<file path="config.mk">
export PLATFORM = sky130hd
export DESIGN_NAME = fss_ctrl
export DESIGN_NICKNAME = d
export VERILOG_FILES = /design/src/sv/fss_pkg.sv /design/src/sv/fss_ctrl.sv
export SDC_FILE = /design/constraint.sdc
export NUM_CORES = 1
export LEC_CHECK = 0
export BUFFER_PORTS_ARGS = -buffer_cell sky130_fd_sc_hd__buf_2
export CAP_MARGIN = 20
export CELL_PAD_IN_SITES_DETAIL_PLACEMENT = 0
export CELL_PAD_IN_SITES_GLOBAL_PLACEMENT = 1
export CORE_ASPECT_RATIO = 1.75
export CORE_UTILIZATION = 35
export DETAILED_ROUTE_END_ITERATION = 16
export GPL_TIMING_DRIVEN = 0
export PLACE_DENSITY_LB_ADDON = 0.1
export SLEW_MARGIN = 20
export SYNTH_ARGS = -nofsm -noshare
export SYNTH_HDL_FRONTEND = slang
export SYNTH_SLANG_ARGS = --single-unit
</file>
<file path="constraint.sdc">
create_clock -name clk -period 2.4 [get_ports clk]
set_input_delay 0.12 -clock clk [delete_from_list [all_inputs] [get_ports clk]]
set_output_delay 0.12 -clock clk [all_outputs]
set_load 0.1 [all_outputs]
</file>
<file path="src/sv/fss_pkg.sv">
// Shared constants and types for the flash sector store.
`default_nettype none
package fss_pkg;

  localparam int unsigned SECTORS_PER_BLOCK_DEF = 32;
  localparam int unsigned MAX_BLOCKS_DEF        = 64;

  localparam int unsigned BYTE_W   = 8;
  localparam int unsigned CMD_W    = 2;
  localparam int unsigned SECTOR_W = 11;
  localparam int unsigned BLOCK_W  = 6;
  localparam int unsigned COUNT_W  = 7;

  localparam logic [BYTE_W-1:0]  ERASED_BYTE       = 8'h30;
  localparam logic [COUNT_W-1:0] BLOCK_COUNT_RESET = 7'd64;

  localparam logic [CMD_W-1:0] CMD_READ  = 2'd0;
  localparam logic [CMD_W-1:0] CMD_WRITE = 2'd1;
  localparam logic [CMD_W-1:0] CMD_ERASE = 2'd2;

  typedef enum logic [1:0] {
    ST_DONE      = 2'd0,
    ST_OVERWRITE = 2'd1,
    ST_NO_SECTOR = 2'd2,
    ST_NO_BLOCK  = 2'd3
  } status_t;

endpackage
`default_nettype wire

</file>
<file path="src/sv/fss_ctrl.sv">
// Command sequencer: range checks, read-modify-write, erase walk, clearing pass.
`default_nettype none
module fss_ctrl #(
  parameter int unsigned SECTORS_PER_BLOCK = fss_pkg::SECTORS_PER_BLOCK_DEF,
  parameter int unsigned MAX_BLOCKS        = fss_pkg::MAX_BLOCKS_DEF,
  parameter int unsigned DEPTH             = MAX_BLOCKS * SECTORS_PER_BLOCK,
  parameter int unsigned AW                = (DEPTH > 1) ? $clog2(DEPTH) : 1
) (
  input  wire logic                         clk,
  input  wire logic                         rst,
  input  wire logic [fss_pkg::COUNT_W-1:0]  block_count,
  input  wire logic                         in_valid,
  output logic                              in_ready,
  input  wire logic [fss_pkg::CMD_W-1:0]    cmd,
  input  wire logic [fss_pkg::SECTOR_W-1:0] sector_address,
  input  wire logic [fss_pkg::BLOCK_W-1:0]  block_address,
  input  wire logic [fss_pkg::BYTE_W-1:0]   write_data,
  output logic                              out_valid,
  input  wire logic                         out_ready,
  output logic      [fss_pkg::BYTE_W-1:0]   read_data,
  output logic      [1:0]                   status,
  output logic                              mem_we,
  output logic      [AW-1:0]                mem_waddr,
  output logic      [fss_pkg::BYTE_W-1:0]   mem_wdata,
  output logic                              mem_re,
  output logic      [AW-1:0]                mem_raddr,
  input  wire logic [fss_pkg::BYTE_W-1:0]   mem_rdata
);
  import fss_pkg::*;

  localparam int unsigned SPB_W  = (SECTORS_PER_BLOCK > 1) ? $clog2(SECTORS_PER_BLOCK) : 1;
  localparam int unsigned MB_W   = $clog2(MAX_BLOCKS + 1);
  localparam int unsigned LIM_W  = (MB_W > COUNT_W) ? MB_W : COUNT_W;
  localparam int unsigned DL_W   = $clog2(DEPTH + 1);
  localparam int unsigned SL_W   = (DL_W > SECTOR_W) ? DL_W : SECTOR_W;
  localparam int unsigned EXT_W  = (AW > SECTOR_W) ? AW : SECTOR_W;

  localparam logic [LIM_W-1:0] MAX_BLK_L  = LIM_W'(MAX_BLOCKS);
  localparam logic [SL_W-1:0]  SPB_L      = SL_W'(SECTORS_PER_BLOCK);
  localparam logic [AW-1:0]    SPB_A      = AW'(SECTORS_PER_BLOCK);
  localparam logic [SPB_W-1:0] SPB_LAST   = SPB_W'(SECTORS_PER_BLOCK - 1);
  localparam logic [AW-1:0]    DEPTH_LAST = AW'(DEPTH - 1);

  typedef enum logic [4:0] {
    S_CLEAR  = 5'b00001,
    S_IDLE   = 5'b00010,
    S_ACCESS = 5'b00100,
    S_ERASE  = 5'b01000,
    S_RESP   = 5'b10000
  } state_t;

  state_t              state;
  logic [CMD_W-1:0]    cmd_q;
  logic [AW-1:0]       addr_q;
  logic [BYTE_W-1:0]   wdata_q;
  status_t             resp_q;
  logic [AW-1:0]       addr_cnt;
  logic [SPB_W-1:0]    sec_cnt;

  logic [LIM_W-1:0]    avail;
  logic [SL_W-1:0]     sect_lim;
  logic                sector_bad;
  logic                block_bad;
  logic [EXT_W-1:0]    sec_ext;
  logic                in_fire;
  logic                slot_free;
  logic                rd_erased;
  logic                resp_load;

  assign avail      = (LIM_W'(block_count) > MAX_BLK_L) ? MAX_BLK_L : LIM_W'(block_count);
  // sector limit is at most the store depth, so it covers the depth check too
  assign sect_lim   = SL_W'(avail) * SPB_L;
  assign sector_bad = SL_W'(sector_address) >= sect_lim;
  assign block_bad  = LIM_W'(block_address) >= avail;
  assign sec_ext    = EXT_W'(sector_address);

  assign in_ready  = (state == S_IDLE);
  assign in_fire   = in_valid && in_ready;
  assign slot_free = !out_valid || out_ready;
  assign rd_erased = (mem_rdata == ERASED_BYTE);
  assign resp_load = slot_free && ((state == S_ACCESS) || (state == S_RESP) ||
                                   (state == S_ERASE && sec_cnt == SPB_LAST));

  always_comb begin
    mem_we    = 1'b0;
    mem_waddr = addr_cnt;
    mem_wdata = ERASED_BYTE;
    unique case (state)
      S_CLEAR, S_ERASE: begin
        mem_we = 1'b1;
      end
      S_ACCESS: begin
        mem_we    = slot_free && (cmd_q == CMD_WRITE) && rd_erased;
        mem_waddr = addr_q;
        mem_wdata = wdata_q;
      end
      default: begin
        mem_we = 1'b0;
      end
    endcase
  end

  assign mem_re    = in_fire;
  assign mem_raddr = sec_ext[AW-1:0];

  always_ff @(posedge clk) begin
    if (rst) begin
      state     <= S_CLEAR;
      addr_cnt  <= '0;
      sec_cnt   <= '0;
      out_valid <= 1'b0;
    end else begin
      out_valid <= resp_load || (out_valid && !out_ready);
      unique case (state)
        S_CLEAR: begin
          addr_cnt <= addr_cnt + 1'b1;
          if (addr_cnt == DEPTH_LAST) begin
            state <= S_IDLE;
          end
        end
        S_IDLE: begin
          if (in_fire) begin
            cmd_q   <= cmd;
            addr_q  <= sec_ext[AW-1:0];
            wdata_q <= write_data;
            if (cmd == CMD_READ || cmd == CMD_WRITE) begin
              if (sector_bad) begin
                resp_q <= ST_NO_SECTOR;
                state  <= S_RESP;
              end else begin
                state <= S_ACCESS;
              end
            end else if (cmd == CMD_ERASE) begin
              if (block_bad) begin
                resp_q <= ST_NO_BLOCK;
                state  <= S_RESP;
              end else begin
                addr_cnt <= AW'(block_address) * SPB_A;
                sec_cnt  <= '0;
                state    <= S_ERASE;
              end
            end else begin
              resp_q <= ST_DONE;
              state  <= S_RESP;
            end
          end
        end
        S_ACCESS: begin
          // read data is held in the memory output register while stalled
          if (slot_free) begin
            read_data <= (cmd_q == CMD_READ) ? mem_rdata : '0;
            status    <= (cmd_q == CMD_WRITE && !rd_erased) ? ST_OVERWRITE : ST_DONE;
            state     <= S_IDLE;
          end
        end
        S_ERASE: begin
          if (sec_cnt != SPB_LAST) begin
            addr_cnt <= addr_cnt + 1'b1;
            sec_cnt  <= sec_cnt + 1'b1;
          end else if (slot_free) begin
            // last sector is rewritten harmlessly while the result stalls
            read_data <= '0;
            status    <= ST_DONE;
            state     <= S_IDLE;
          end
        end
        S_RESP: begin
          if (slot_free) begin
            read_data <= '0;
            status    <= resp_q;
            state     <= S_IDLE;
          end
        end
        default: begin
          state <= S_IDLE;
        end
      endcase
    end
  end

endmodule
`default_nettype wire

</file>
Word-level counts from Yosys, hierarchy flattened

Index checks and enable logic that the tools add are counted.

Word-level logic and storage cells: 109
Output and inout port bits: 44
Register bits: 55
Input port bits: 46

Order comparisons: 3
Add/subtract/negate cells: 2
Mux-type cells: 40
Reductions and logical operators: 29
Bitwise operators: 1
Equality and inequality tests: 24

Operators by type and width:

| kind                  | count |
|---|---|
| $mux 11               | 6 |
| $mux 5                | 13 |
| $mux 8                | 5 |
| $pmux 11 s3           | 1 |
| $pmux 8 s3            | 1 |
| $pmux 5 s4            | 1 |
| $reduce_and 6->1      | 3 |
| $mux 2                | 8 |
| $ne 2x2->1 const B    | 8 |
| $ge 11x12->1          | 1 |
| $add 11x1->11 const B | 1 |
| $eq 11x11->1 const B  | 1 |
| $eq 5x5->1 const B    | 2 |
| $pmux 5 s2            | 1 |
| $eq 8x6->1 const B    | 1 |
| $ge 6x7->1            | 1 |
| $gt 7x7->1 const B    | 1 |
| $logic_and 1x1->1     | 7 |
| $mux 7                | 1 |
| $ne 2x1->1 const B    | 3 |
| $pmux 2 s3            | 1 |
| $reduce_and 3->1      | 2 |
| $reduce_bool 3->1     | 2 |
| $add 5x1->5 const B   | 1 |
| other kinds (18)      | 27 |

Depth between registers and ports, before layout

Depth in word-level cells: 8
Gate-level depth with buffers: 8
Depth with buffers taken out: 8

Least setup slack after synthesis

Ideal clock, no wire load.

Kind: register to output
Start point: reg state[3]
End point: out mem_we
Stages on the path, launching flop included: 7
Arrival time: 4213 ps
Data required time: 2280 ps
Path slack: -1933 ps
Buffers on the path: 1
Cells stage by stage: dfxtp_1 buf_2 inv_2 nand2_1 nor4_1 inv_2 o41ai_1

Word-level cells in the longest chain between the ends: 3
Elaborated cells on any way between the ends: 5
Classes of those cells: eq/ne (3); mux (1); reduce/logical (1)

RTL lines:

| item                                            | line            | text |
|---|---|---|
| from (decl)                                     | fss_ctrl.sv:52  | `state_t state;` |
| from (signal assigned)                          | fss_ctrl.sv:108 | `state <= S_CLEAR;` |
| from (signal assigned)                          | fss_ctrl.sv:118 | `state <= S_IDLE;` |
| from (signal assigned)                          | fss_ctrl.sv:129 | `state <= S_RESP;` |
| $eq 5x4->1 / $eq 5x1->1 (equally long branches) | fss_ctrl.sv:88  | `unique case (state)` |
| $reduce_or 2->1                                 | fss_ctrl.sv:88  |  |
| $pmux 1 s2 (*)                                  | fss_ctrl.sv:88  |  |
| to (decl)                                       | fss_ctrl.sv:22  | `output logic mem_we,` |

Mark *: on every way between the ends. The rest lies on a longest branch, timed or not.

Final worst setup path

Start point: reg state[4]
End point: out in_ready

Word-level cells in the longest chain between the ends: 1

RTL lines:

| item       | line           | text |
|---|---|---|
| $eq 5x2->1 | fss_ctrl.sv:77 | `assign in_ready = (state == S_IDLE);` |
| to (decl)  | fss_ctrl.sv:13 | `output logic in_ready,` |

No other way between the ends.

==> results.py <==
metrics = {
    "sta": {
        "fin_crit_sh": 0.940,
        "finClkSkew_ps": 6.06,
        "fin_crit_ps": 2260,
        "worst_pin_slew_ps": 677,
        "slew_headroom": 0.546,
        "hold_violations": 0,
        "clock.fmax_mhz": 443,
        "final-max-slew-violation-count": 0,
        "fin_setup_tns_ps": 0,
        "setup_viol": 0,
    },
    "placed_design": {
        "io_buffer_count": 89,
        "dp.cells": 480,
        "place.detailed.hpwl_um": 5950,
        "gp_congestion": 0.799,
    },
    "clock_tree": {
        "post_cts_buffers": 0,
        "cts_tree": "built",
        "cts.reportedPaths.clkPinSlew_ps": 80,
        "cts_buffer_depth": 2,
        "clk_latency_ps": 300,
        "htree_levels": 2,
        "numCtsBuffers": 5,
        "cts.sinks": 55,
        "cts-root-buf": "clkbuf_16",
    },
    "power_and_ir_drop": {
        "p_leak_uw": 0.00167,
        "ir_worst_vdd_mv": 0.356,
        "power_density_nw_per_um2": 525,
    },
    "min_path": {
        "hold_class": "in2reg",
        "hold_depth": 1,
    },
    "run_status": {
        "status": "complete, no violations",
    },
    "critical_path": {
        "r2r_setup_slack_ps": 280,
        "path_buf_inv": 3,
        "critPathMaxFanout": 10,
        "criticalPathCategory": "reg2out",
        "path_depth": 5,
        "cp_slowest_cell": "clkbuf_4",
        "cp-end-kind": "output pin",
        "cp.arrival_ps": 2140,
        "worst-r2r-cell-count": 6,
        "start_kind": "flop",
        "cp_data_required_time_ps": 2280,
        "worstPathCellList": "buf_6 > nor3_4 > and3_4 > clkbuf_1 > clkbuf_4",
        "slowest_delay_ps": 450,
        "cpLargestDelayFamily": "buffers and inverters",
    },
    "detailed_routing": {
        "drtPass1Iterations": 4,
        "finalWirelength_um": 7390,
        "final_antenna_net_count": 0,
        "vias_per_cell": 5.14,
        "first_iter_violations": 108,
        "route.detailed.drc": 0,
        "vias": 2549,
        "drt-wirelength-per-cell_um": 14.9,
    },
    "synthesis": {
        "synth_cell_types": 52,
        "async_reset_ff_frac": 0,
        "synth_flop_cell": "edfxtp_1",
        "synthCells": 298,
        "yosysSeqAreaShare": 0.479,
        "synth_area_leaders": "edfxtp_1 (33%), dfxtp_1 (15%), ha_1 (6.3%), nand2_1 (4.1%), and2_1 (3.1%)",
        "syn_nets": 359,
        "syn_avg_cell_area_sq_um": 10.0,
        "ys_ff_latch": 55,
        "yosys_warnings": 0,
        "yosysTopAreaCell": "edfxtp_1",
        "synthTopCellsByCount": "edfxtp_1 (33), nand2_1 (33), dfxtp_1 (22)",
        "synthesis.area_sq_um": 2990,
        "synth_top_area_frac": 0.332,
        "synth_edf_count": 33,
    },
    "global_route": {
        "grt_first_pass_wirelength_um": 12200,
        "grt_overflow": 0,
        "grt_pass1_vias": 2517,
        "grt_antenna_before_repair": 0,
        "grt_max_degree": 20,
        "gr-usage-all-layers": 0.179,
    },
    "floorplan": {
        "start_util": 0.362,
        "die_y_um": 124,
        "coreArea_sq_um": 8260,
        "dieArea_sq_um": 8920,
        "io_pins": 90,
        "rows": 44,
        "die_w_um": 71.8,
    },
    "layout": {
        "seqCellArea_sq_um": 1430,
        "fill_cells": 802,
        "instances_no_fill": 496,
        "syn_to_final_growth_pct": 30.0,
        "nNetsFinal": 464,
        "multi_input_area_sq_um": 1460,
        "fin_util": 0.470,
        "antenna_cells": 0,
        "drive_above_1_share": 0.327,
    },
    "flow_run": {
        "drv_cap": 0,
    },
}
==> per-layer routing <==
| metal | GRT usage | vias up | part of all wire |
|---|---|---|---|
| li1 | - | 1275 | - |
| met1 | 0.181 | 1200 | 0.37 |
| met2 | 0.351 | 63 | 0.59 |
| met3 | 0.0260 | 11 | 0.028 |
| met4 | 0.0657 | 0 | 0.020 |
| met5 | 0 | - | 0 |
==> flip-flops by register name, summed over array words and instances (netlist names) <==
| signal | flops |
|---|---|
| addr_q | 11 |
| read_data | 8 |
| addr_cnt | 11 |
| out_valid | 1 |
| resp_q | 2 |
| cmd_q | 2 |
| sec_cnt | 5 |
| state | 5 |
| status | 2 |
| wdata_q | 8 |
==> worst reg2reg max path: stages, from the launching register on <==
cell     delay, ps
dfxtp_1        390
ha_1           200
and3_1         190
ha_1           190
nor3_1          90
and2_1         270
nor4_4         440
==> repair_timing <==
| action | 4_1_cts | 5_1_grt |
|---|---|---|
| hold buffers | 8 | 0 |
| hold endpoints to repair | 8 | 0 |
| pin swaps | 0 | 0 |
| gates resized for setup | 5 | 14 |
| setup endpoints to repair | 18 | 26 |
==> metrics by stage <==
step           total power (uW)  area [sq um]  setup slack, ps  hold WS [ps]
2_1_floorplan              1210          3010             16.1           219
3_3_place_gp               1290          3570             -431           296
3_5_place_dp               1290          3590            -94.9           299
4_1_cts                    2070          3830             6.99          17.4
5_1_grt                    2120          3880            -9.35          24.9
6_report                   2040          3880              144          20.9
==> report_power, final <==
part           leakage (uW)  internal [uW]  switching, uW
Sequential         0.000477            999           5.95
Combinational       0.00112           92.2            185
Clock             0.0000748            397            359
==> worst paths after layout <==
path,end,from
worst max register to register,read_data[4]$_SDFFCE_PP0P_,sec_cnt[0]$_SDFFE_PP0P_
worst max-delay path,in_ready,state[4]$_SDFFE_PP0P_
worst min-delay path,cmd_q[0]$_DFFE_PP_,cmd[0]
worst min register to register,sec_cnt[4]$_SDFFE_PP0P_,sec_cnt[4]$_SDFFE_PP0P_
==> area by class of cell <==
type	instances	share of cell area
multi-input combinational	218	0.376
clock inverter	3	0.00677
clock buffer	5	0.0322
sequential	55	0.369
buffer	19	0.0338
tap	92	0.0296
inverter	6	0.00612
timing repair buffer	98	0.147
==> cells by family after synthesis <==
| group | count (synthesis) | share of synthesized area |
|---|---|---|
| AO/OA/AOI/OAI | 51 | 0.111 |
| XOR/XNOR | 8 | 0.0235 |
| adder cells (fa/ha/maj) | 15 | 0.0628 |
| buffers and inverters | 25 | 0.0494 |
| flip-flops | 55 | 0.479 |
| multiplexers | 6 | 0.0222 |
| AND/OR/NAND/NOR | 138 | 0.252 |
==> placed cells by master (no fill, tap or decap), types with 2 or more instances in the layout <==
master         synthesis  layout
inv_6                  0       2
clkbuf_1               4       3
a22oi_1                2       2
nand2b_1              11      11
clkbuf_4               0      10
and3_1                 9       9
buf_2                  3      79
nor2b_1               11      11
a211oi_1               2       2
buf_6                  1       4
and2_1                15      15
dfxtp_1               22      22
nand2_1               33      33
inv_1                  3       3
buf_4                 11      12
nand4_1                5       5
nor4_4                 0       2
nor2_1                21      20
clkbuf_16              0       5
nor3b_1                3       3
a21oi_1               14      14
xor2_1                 7       7
dlygate4sd3_1          0       8
edfxtp_1              33      33
nand2_4                2       2
nand3_1                9       9
o21ai_0               12      12
nor4_1                 6       4
a41oi_1                4       4
mux2_2                 5       5
nor3_1                 5       5
ha_1                  15      15
inv_2                  2       2
o21ai_1                5       5
(Power assumes the default switching activity.)
